**src/fng_pkg.sv**
```systemverilog
// Package for the face normal generator: command and status types,
// primitive codes and small phase arithmetic helpers. No dependencies.
`timescale 1ns / 1ps
package fng_pkg;

  // Primitive type codes held in the configuration register.
  localparam logic [1:0] PRIM_LIST  = 2'd0;
  localparam logic [1:0] PRIM_STRIP = 2'd1;
  localparam logic [1:0] PRIM_QUAD  = 2'd2;
  localparam logic [1:0] PRIM_POLY  = 2'd3;

  localparam int unsigned COORD_W = 32;
  localparam int unsigned NORM_W  = 16;
  localparam int unsigned CROSS_W = 62;

  // Commands from the controller to the datapath.
  typedef struct packed {
    logic       accept;
    logic       load_poly;
    logic       scale;
    logic       mul;
    logic       zero;
    logic       norm;
    logic       sq;
    logic       sqrt_init;
    logic       sqrt_step;
    logic       div_init;
    logic       div_step;
    logic       div_wr;
    logic       fin;
    logic       store_poly;
    logic [2:0] cnt;
    logic [1:0] comp;
  } fng_cmd_t;

  // Status from the datapath to the controller.
  typedef struct packed {
    logic is_zero;
    logic norm_done;
  } fng_sts_t;

  // Group stride of the list, strip and quad modes.
  function automatic logic [2:0] stride_of(input logic [1:0] prim);
    logic [2:0] s;
    case (prim)
      PRIM_LIST:  s = 3'd3;
      PRIM_STRIP: s = 3'd2;
      PRIM_QUAD:  s = 3'd4;
      default:    s = 3'd3;
    endcase
    return s;
  endfunction

  // Remainder of a small phase value by a stride of 2, 3 or 4.
  function automatic logic [2:0] mod_stride(input logic [2:0] v, input logic [2:0] s);
    logic [2:0] r;
    case (s)
      3'd2: r = {2'b00, v[0]};
      3'd4: r = {1'b0, v[1:0]};
      default: begin
        case (v)
          3'd0, 3'd3, 3'd6: r = 3'd0;
          3'd1, 3'd4, 3'd7: r = 3'd1;
          default:          r = 3'd2;
        endcase
      end
    endcase
    return r;
  endfunction

endpackage

```
**src/fng_ctrl.sv**
```systemverilog
// Controller of the face normal generator: configuration register, primitive
// phase, and the sequencer that steps the datapath. Depends on fng_pkg.
`timescale 1ns / 1ps
module fng_ctrl import fng_pkg::*; (
  input  logic       clk,
  input  logic       rst_n,
  input  logic       cfg_valid,
  output logic       cfg_ready,
  input  logic [1:0] cfg_data,
  input  logic       in_valid,
  input  logic       in_last,
  output logic       in_ready,
  output logic       out_valid,
  input  logic       out_ready,
  output logic       out_last,
  output fng_cmd_t   cmd,
  input  fng_sts_t   sts
);

  localparam logic [3:0] S_IDLE  = 4'd0;
  localparam logic [3:0] S_SCALE = 4'd1;
  localparam logic [3:0] S_MUL   = 4'd2;
  localparam logic [3:0] S_CHK   = 4'd3;
  localparam logic [3:0] S_NORM  = 4'd4;
  localparam logic [3:0] S_SQ    = 4'd5;
  localparam logic [3:0] S_SQI   = 4'd6;
  localparam logic [3:0] S_SQRT  = 4'd7;
  localparam logic [3:0] S_DIVI  = 4'd8;
  localparam logic [3:0] S_DIVS  = 4'd9;
  localparam logic [3:0] S_DIVW  = 4'd10;
  localparam logic [3:0] S_FIN   = 4'd11;
  localparam logic [3:0] S_EMIT  = 4'd12;

  logic [3:0] state_r, state_nxt;
  logic [1:0] prim_r;
  logic [2:0] phase_r, phase_nxt;
  logic [4:0] cnt_r, cnt_nxt;
  logic [1:0] comp_r, comp_nxt;
  logic [2:0] total_r, total_nxt;
  logic [2:0] emit_r, emit_nxt;
  logic       spoly_r, spoly_nxt;

  logic [2:0] stride;
  logic [2:0] step_up;
  logic       grp_hit;
  logic       accept;

  assign cfg_ready = 1'b1;
  assign accept    = in_valid & in_ready;
  assign stride    = stride_of(prim_r);
  assign step_up   = phase_r + 3'd1;
  assign grp_hit   = (phase_r >= 3'd2) && (mod_stride(phase_r - 3'd2, stride) == 3'd0);

  // Phase after this vertex; the end flag restarts the primitive.
  always_comb begin
    if (in_last) begin
      phase_nxt = 3'd0;
    end else if (prim_r == PRIM_POLY) begin
      phase_nxt = (phase_r >= 3'd3) ? 3'd3 : step_up;
    end else if (step_up >= 3'd2) begin
      phase_nxt = 3'd2 + mod_stride(step_up - 3'd2, stride);
    end else begin
      phase_nxt = step_up;
    end
  end

  // Sequencer.
  always_comb begin
    state_nxt = state_r;
    cnt_nxt   = cnt_r;
    comp_nxt  = comp_r;
    total_nxt = total_r;
    emit_nxt  = emit_r;
    spoly_nxt = spoly_r;
    cmd       = '0;
    cmd.cnt   = cnt_r[2:0];
    cmd.comp  = comp_r;
    cmd.store_poly = spoly_r;
    in_ready  = 1'b0;
    out_valid = 1'b0;
    out_last  = 1'b0;
    case (state_r)
      S_IDLE: begin
        in_ready = 1'b1;
        if (accept) begin
          cmd.accept = 1'b1;
          emit_nxt   = 3'd0;
          if (prim_r == PRIM_POLY) begin
            if (phase_r == 3'd2) begin
              total_nxt = 3'd3;
              spoly_nxt = 1'b1;
              state_nxt = S_SCALE;
            end else if (phase_r >= 3'd3) begin
              cmd.load_poly = 1'b1;
              total_nxt = 3'd1;
              state_nxt = S_EMIT;
            end
          end else if (grp_hit) begin
            total_nxt = stride;
            spoly_nxt = 1'b0;
            state_nxt = S_SCALE;
          end
        end
      end
      S_SCALE: begin
        cmd.scale = 1'b1;
        cnt_nxt   = '0;
        state_nxt = S_MUL;
      end
      S_MUL: begin
        cmd.mul = 1'b1;
        if (cnt_r == 5'd6) begin
          state_nxt = S_CHK;
        end else begin
          cnt_nxt = cnt_r + 5'd1;
        end
      end
      S_CHK: begin
        if (sts.is_zero) begin
          cmd.zero  = 1'b1;
          state_nxt = S_FIN;
        end else begin
          state_nxt = S_NORM;
        end
      end
      S_NORM: begin
        if (sts.norm_done) begin
          cnt_nxt   = '0;
          state_nxt = S_SQ;
        end else begin
          cmd.norm = 1'b1;
        end
      end
      S_SQ: begin
        cmd.sq = 1'b1;
        if (cnt_r == 5'd3) begin
          state_nxt = S_SQI;
        end else begin
          cnt_nxt = cnt_r + 5'd1;
        end
      end
      S_SQI: begin
        cmd.sqrt_init = 1'b1;
        cnt_nxt   = '0;
        state_nxt = S_SQRT;
      end
      S_SQRT: begin
        cmd.sqrt_step = 1'b1;
        cnt_nxt = cnt_r + 5'd1;
        if (cnt_r == 5'd31) begin
          comp_nxt  = 2'd0;
          state_nxt = S_DIVI;
        end
      end
      S_DIVI: begin
        cmd.div_init = 1'b1;
        cnt_nxt   = '0;
        state_nxt = S_DIVS;
      end
      S_DIVS: begin
        cmd.div_step = 1'b1;
        cnt_nxt = cnt_r + 5'd1;
        if (cnt_r == 5'd14) begin
          state_nxt = S_DIVW;
        end
      end
      S_DIVW: begin
        cmd.div_wr = 1'b1;
        if (comp_r == 2'd2) begin
          state_nxt = S_FIN;
        end else begin
          comp_nxt  = comp_r + 2'd1;
          state_nxt = S_DIVI;
        end
      end
      S_FIN: begin
        cmd.fin   = 1'b1;
        state_nxt = S_EMIT;
      end
      S_EMIT: begin
        out_valid = 1'b1;
        out_last  = (emit_r == total_r - 3'd1);
        if (out_ready) begin
          if (out_last) begin
            state_nxt = S_IDLE;
          end else begin
            emit_nxt = emit_r + 3'd1;
          end
        end
      end
      default: begin
        state_nxt = S_IDLE;
      end
    endcase
  end

  // Control registers.
  always_ff @(posedge clk) begin
    if (!rst_n) begin
      state_r <= S_IDLE;
      prim_r  <= PRIM_LIST;
      phase_r <= '0;
      cnt_r   <= '0;
      comp_r  <= '0;
      total_r <= '0;
      emit_r  <= '0;
      spoly_r <= 1'b0;
    end else begin
      state_r <= state_nxt;
      cnt_r   <= cnt_nxt;
      comp_r  <= comp_nxt;
      total_r <= total_nxt;
      emit_r  <= emit_nxt;
      spoly_r <= spoly_nxt;
      if (cfg_valid && cfg_ready) begin
        prim_r <= cfg_data;
      end
      if (accept) begin
        phase_r <= phase_nxt;
      end
    end
  end

endmodule

```
**config.mk**
```make
export PLATFORM = sky130hd
export DESIGN_NAME = fng_ctrl
export DESIGN_NICKNAME = d
export VERILOG_FILES = /design/src/fng_pkg.sv /design/src/fng_ctrl.sv
export SDC_FILE = /design/constraint.sdc
export NUM_CORES = 1
export LEC_CHECK = 0
export ABC_AREA = 1
export BUFFER_PORTS_ARGS = -buffer_cell sky130_fd_sc_hd__buf_2
export CAP_MARGIN = 30
export CORE_UTILIZATION = 57
export CTS_CLUSTER_SIZE = 28
export DETAILED_ROUTE_END_ITERATION = 6
export HOLD_SLACK_MARGIN = 0.02
export PLACE_DENSITY = 0.87
export SLEW_MARGIN = 20
export SYNTH_ARGS = -nofsm -noshare
export SYNTH_HDL_FRONTEND = slang
export SYNTH_SLANG_ARGS = --single-unit
```
**constraint.sdc**
```tcl
create_clock -name clk -period 2.66 [get_ports clk]
set_input_delay 0.532 -clock clk [delete_from_list [all_inputs] [get_ports clk]]
set_output_delay 0.532 -clock clk [all_outputs]
set_load 0.01 [all_outputs]
```
==> metrics.md, run 1 <==
| Metric | Value |
|---|---|
| # placed instances | `391` |
| Cell area after synthesis | `about 2000 um2` |
| Gate Count Post-Synth | `between 300 and 400` |
| TritonRoute pass-1 iters | `6` |
| FF-to-FF Start | `phase_r[0]` |
| Non-Filler Instances | `395` |
| Vias | `2,029` |
| Worst EP arrival | `1.89 ns` |
| Critical path peak fanout | `9` |
| Root Buffer | `clkbuf_4` |
| Initial Util | `0.595` |
| Num CTS Buffers | `3` |
| Synth area leaders | `dfxtp_1, nand2_1, ha_1` |
| Port-buffer cells | `31` |
| Critical path type | `flop to primary output` |
| Setup bufs post-CTS | `0` |
| RSZ-0062 raised after global routing | `no` |
| Tmin final | `2.42 ns` |
| TritonCTS clock tree | `built` |
| Initial DRC Count | `120` |
| R2R depth | `13` |
| Antenna viol nets, final | `0` |
| EDFF count, synth | `0` |
| # rows | `21` |
| Layout cells sized above 1 | `0.172` |
| Diodes inserted | `0` |
| Post-synth top area share | `0.232` |
| Area of the multi-input gates | `1250 um2` |
| Resized cells post-CTS | `0` |
| Hold-fix buffers at CTS | `0` |
| Synth Net Count | `351` |
| Area Growth Syn to Fin | `9.71%` |
| Warnings from Yosys | `0` |
| Vias per cell | `between 5 and 6` |
| Highest-count cells in the layout ignoring fill and taps | `nand2_1, inv_1, nor2_1` |
| CTS Buffer Depth | `2` |
| Post-DP HPWL | `3580 um` |
| Final Hold Viols | `0` |
| Die height | `a little over 60 um` |
| Synthesized area per cell | `6.18 um2` |
| Skew final | `~0.0034 ns` |
| Endpoint class of the critical path | `primary output` |
| Max cap viols | `0` |
| Main synth FF type | `dfxtp_1` |
| Final setup fails | `0` |
| Req. time, crit path | `2.13 ns` |
| H-tree levels | `1` |
| Hold Path Depth | `3` |
| Fin. max-slew vios | `0` |
| Sink Count | `23` |
| Total GRT Usage | `0.261` |
| Period utilization | `0.910` |
| Top cell type by total area after synthesis | `dfxtp_1` |
| Leakage | `between 1 and 1.5 nW` |
| CP startpoint | `phase_r[0]` |
| Die Wd | `61.0 um` |
| Synth Register Bits | `23` |
| Initial antenna violation count | `0` |
| Ys async rst share | `0` |
| Vias in the first global route | `~1,700` |
| Max frequency | `around 410 MHz` |
| First-pass GRT wire length | `slightly above 7000 um` |
| Largest net degree at the start of global routing | `15` |
| Hold crit path type | `primary input to flop` |
| Register area | `460 um2` |
| Netlist cell types | `28` |
| Run status | `finished clean` |
| Clock latency at the later pin of the worst-skew pair | `around 0.33 ns` |
| Nets | `380` |
| WL/cell | `11.3 um` |
| Total routed wirelength | `4480 um` |
| Peak supply drop | `0.474 mV` |
| Gr ovfl total | `0` |
| Total die area | `3720 um2` |
| Clock-pin slew on the worst setup and hold paths | `roughly 0.15 ns` |
| Total core area | `3340 um2` |
| CP Launch Type | `flop` |
| Setup TNS | `0 ns` |
| Part of the Yosys area used for sequential elements | `0.232` |
| I/O Pins | `33` |
| PwrDens | `753 nW/um2` |
| Most common cell after layout, fill and taps aside | `nand2_1` |
| Residual DRC | `0` |
| GPL Wtd Cong | `0.955` |
| Hold Startpoint | `cfg_valid` |
| Fillers | `350` |
## per-stage QoR
| stage | area (um2) | worst slack [ns] | hold WS [ns] | utilization | total power [mW] |
|---|---|---|---|---|---|
| 3_3_place_gp | 2150 | 0.655 | 0.452 | 0.643 | 1.43 |
| 4_1_cts | 2180 | 0.283 | 0.460 | 0.652 | 1.63 |
| 5_1_grt | 2180 | 0.124 | 0.478 | 0.652 | 1.82 |
| 6_report | 2180 | 0.238 | 0.461 | 0.652 | 1.64 |
| 2_1_floorplan | 1980 | 0.804 | 0.433 | - | 1.25 |
| 3_5_place_dp | 2150 | 0.609 | 0.453 | 0.643 | 1.45 |
## synth_stat cells, types with 2 or more instances
cell type and count:
nor2_1 38, ha_1 20, a211oi_1 2, a21oi_1 20, buf_4 6, nand2_1 80, xnor2_1 2, nor2_2 6
nand3_1 15, xor2_1 2, nor3b_2 2, nand4_1 2, nor3_1 9, o21ai_0 18, inv_2 8, inv_1 51
nand2_2 5, dfxtp_1 23, o211ai_1 2, nand3b_1 2
## critical path, cell delays in order, from the launching register on
cell and delay (ns):
dfxtp_1 0.53, ha_1 0.24, ha_1 0.15, inv_1 0.04
nand3_1 0.12, inv_1 0.08, nor3_1 0.23, buf_2 0.17
## state kept, by name, indices dropped and copies added, names as in the netlist
name,count
cnt_r,5
comp_r,2
emit_r,3
phase_r,3
prim_r,2
spoly_r,1
state_r,4
total_r,3
## cell families (layout without fill, tap and decap cells)
family,after synthesis,after routing,synth area share
other,1,1,0.00189
AND/OR/NAND/NOR,162,162,0.361
adder cells (fa/ha/maj),20,20,0.126
XOR/XNOR,4,4,0.0177
buffers and inverters,66,94,0.137
AO/OA/AOI/OAI,45,45,0.125
flip-flops,23,23,0.232
## power by group
group	internal [mW]	switching (mW)	leakage [nW]	total, mW
combinational	0.335	0.621	0.974	0.956
clock	0.0577	0.126	0.0139	0.183
sequential	0.412	0.0892	0.188	0.501
## layer usage
layer	GRT usage	part of all wire	wire length (um)
met1	0.375	0.48	2160
met2	0.410	0.45	2020
met3	0.0341	0.052	232
met4	0.0714	0.016	72
met5	0	0	0
## final timing paths
check	endpoint	slack [ns]
hold / removal	prim_r[0]	0.46
hold reg to reg	total_r[1]	0.47
setup / recovery	cmd[17]	0.24
setup reg to reg	phase_r[2]	0.55
## layout make-up
| class | count | share of cell area |
|---|---|---|
| multi-input combinational | 232 | 0.575 |
| sequential | 23 | 0.211 |
| inverter | 59 | 0.102 |
| timing repair buffer | 31 | 0.0713 |
| tap | 46 | 0.0264 |
| clock buffer | 3 | 0.0103 |
| clock inverter | 1 | 0.00345 |
Note: power is estimated with default switching activity, not from simulation.
==> inputs of run 2 (changes only) <==
--- a/config.mk
+++ b/config.mk
@@ -8,11 +8,14 @@
 export ABC_AREA = 1
 export BUFFER_PORTS_ARGS = -buffer_cell sky130_fd_sc_hd__buf_2
 export CAP_MARGIN = 30
-export CORE_UTILIZATION = 57
+export CELL_PAD_IN_SITES_DETAIL_PLACEMENT = 1
+export CELL_PAD_IN_SITES_GLOBAL_PLACEMENT = 1
+export CORE_UTILIZATION = 39
 export CTS_CLUSTER_SIZE = 28
 export DETAILED_ROUTE_END_ITERATION = 6
 export HOLD_SLACK_MARGIN = 0.02
-export PLACE_DENSITY = 0.87
+export PLACE_DENSITY = 0.86
+export REMOVE_ABC_BUFFERS = 1
 export SLEW_MARGIN = 20
 export SYNTH_ARGS = -nofsm -noshare
 export SYNTH_HDL_FRONTEND = slang
==> metrics.md, run 2 (synthesis results as in run 1) <==
| Metric | Value |
|---|---|
| R2R depth | `12 (-1)` |
| Final setup fails | `0 (unchanged)` |
| Critical path type | `flop to primary output` |
| Sink Count | `23 (unchanged)` |
| Nets | `380 (unchanged)` |
| Initial antenna violation count | `0 (unchanged)` |
| Area Growth Syn to Fin | `11.8%` |
| Die height | `73.3 um (+20%)` |
| Total routed wirelength | `5490 um (+23%)` |
| Crit Reg-Reg Endpoint | `phase_r[1]` |
| Residual DRC | `0 (unchanged)` |
| Crit path capture | `cmd[17]` |
| M2 GR Usage | `0.392 (-0.0178)` |
| Crit-path max cell delay | `0.51 ns (-0.02 ns)` |
| Tmin final | `2.28 ns (-0.138 ns)` |
| Run status | `finished clean` |
| Root Buffer | `clkbuf_8` |
| Max cap viols | `0 (unchanged)` |
| WP buf/inv | `3 (unchanged)` |
| FF-to-FF Start | `phase_r[0]` |
| Initial Util | `0.412 (-0.183)` |
| Largest net degree at the start of global routing | `13 (-2)` |
| Diodes inserted | `0 (unchanged)` |
| Clock latency at the later pin of the worst-skew pair | `0.27 ns (-0.06 ns)` |
| Period utilization | `0.859 (-0.0518)` |
| Met1 GRT Util | `0.274 (-0.101)` |
| Port-buffer cells | `31 (unchanged)` |
| Worst EP arrival | `1.75 ns (-0.14 ns)` |
| RSZ-0062 raised after global routing | `no` |
| Vias in the first global route | `2,004 (+20%)` |
| Global routing's busiest layer | `met2` |
| Met3 usage | `0.0412 (+0.00704)` |
| # rows | `25 (+19%)` |
| Total die area | `5380 um2 (+44%)` |
| I/O Pins | `33 (unchanged)` |
| GPL Wtd Cong | `0.910 (-4.7%)` |
| Register area | `460 um2 (unchanged)` |
| Post-DP HPWL | `4440 um (+24%)` |
| Hold crit path type | `flop to flop` |
| Gr ovfl total | `0 (unchanged)` |
| Fillers | `698 (+99%)` |
| Worst-path cell chain | `ha_1 -> ha_1 -> inv_1 -> nand3_1 -> inv_1 -> nor3_1 -> buf_2` |
| Post-DP Area | `2170 um2 (+1.2%)` |
| Skew final | `0.00751 ns (+0.00410 ns)` |
| Critical path peak fanout | `9 (unchanged)` |
| Leakage | `1.18 nW (+0.75%)` |
| Peak supply drop | `0.470 mV (-0.74%)` |
| Post-route cell area | `2220 um2 (+1.9%)` |
| Worst slack at placement | `0.527 ns (-0.0812 ns)` |
| Highest-count cells in the layout ignoring fill and taps | `nand2_1, inv_1, nor2_1` |
| Initial DRC Count | `146 (+22%)` |
| Worst path top cell family by delay | `flip-flops` |
| Max reg flops | `5 (unchanged)` |
| # placed instances | `412 (+5.4%)` |
| Antenna viol nets, final | `0 (unchanged)` |
| Max frequency | `438 MHz (+6.0%)` |
| Area of the multi-input gates | `1250 um2 (unchanged)` |
| Die Wd | `73.3 um (+20%)` |
| Final Hold Viols | `0 (unchanged)` |
| Slowest-stage cell, CP | `dfxtp_1` |
| Final WS setup | `0.376 ns (+0.138 ns)` |
| Vias | `2,068 (+1.9%)` |
| Non-Filler Instances | `416 (+5.3%)` |
| Min Hold Slack | `0.472 ns (+0.0116 ns)` |
| Most common cell after layout, fill and taps aside | `nand2_1` |
| Endpoint class of the critical path | `primary output` |
| TritonRoute pass-1 iters | `4 (-2)` |
| First-pass GRT wire length | `9090 um (+25%)` |
| Largest registers | `cnt_r (5), state_r (4)` |
| WL/cell | `13.2 um (+16%)` |
| PwrDens | `781 nW/um2 (+3.7%)` |
| Vias per cell | `4.97 (-3.2%)` |
| Largest Register | `cnt_r` |
| H-tree levels | `1 (unchanged)` |
| Total GRT Usage | `0.218 (-0.0424)` |
| Total core area | `4820 um2 (+44%)` |
| TritonCTS clock tree | `built` |
| Levels on crit path | `7 (unchanged)` |
| Hold-fix buffers at CTS | `0 (unchanged)` |
| CP Launch Type | `flop` |
| Setup bufs post-CTS | `0 (unchanged)` |
| Fin. max-slew vios | `0 (unchanged)` |
| CP startpoint | `phase_r[0]` |
| R2R setup slack | `0.50 ns (-0.05 ns)` |
| Resized cells post-CTS | `0 (unchanged)` |
| Setup TNS | `0 ns (unchanged)` |
| Num CTS Buffers | `3 (unchanged)` |
| Req. time, crit path | `2.13 ns (about the same)` |
| Clock-pin slew on the worst setup and hold paths | `0.09 ns (-0.06 ns)` |
| CTS Buffer Depth | `2 (unchanged)` |
| Layout cells sized above 1 | `0.169 (-0.00287)` |
## run 2: cell count changes in the layout (fill, tap and decap cells not counted), sizes merged
cell      delta
clkbuf       +1
clkinvlp     -1
## run 2: layout make-up
class,instances,area share
Multi-Input combinational cell,232,0.565
Sequential cell,23,0.208
Inverter,59,0.0998
Timing Repair Buffer,31,0.0699
Tap cell,67,0.0378
Clock buffer,4,0.0203
## run 2: how the worst min path moves through the flow
| stage | startpoint | end | slack, ns | depth (start not counted) |
|---|---|---|---|---|
| after floorplan | total_r[1] | total_r[1] | 0.43 | 2 |
| after global placement | spoly_r | spoly_r | 0.45 | 2 |
| after detailed placement | total_r[1] | total_r[1] | 0.46 | 2 |
| after CTS | total_r[1] | total_r[1] | 0.48 | 2 |
| after global routing | spoly_r | spoly_r | 0.49 | 2 |
| final | spoly_r | spoly_r | 0.47 | 2 |
## run 2: metrics by stage
step / utilization / power (mW)
2_1_floorplan: - / 1.22
3_3_place_gp: 0.451 / 1.45
3_5_place_dp: 0.451 / 1.50
4_1_cts: 0.461 / 1.74
5_1_grt: 0.461 / 1.90
6_report: 0.461 / 1.73
## run 2: metal layers
metal,share of wire,vias to the layer above
met2,0.48,35
li1,-,1054
met4,0.0053,0
met3,0.039,2
met1,0.47,977
met5,0,-
## run 2: where the power goes
part / leakage [nW] / internal [mW] / switching [mW]
logic: 0.974 / 0.336 / 0.667
registers: 0.188 / 0.412 / 0.0897
clock network: 0.0228 / 0.107 / 0.121
## run 2: tightest hold or removal path, stage by stage, from the launching register on
cell     delay, ns
dfxtp_1       0.32
nand2_1       0.06
a21oi_1       0.05
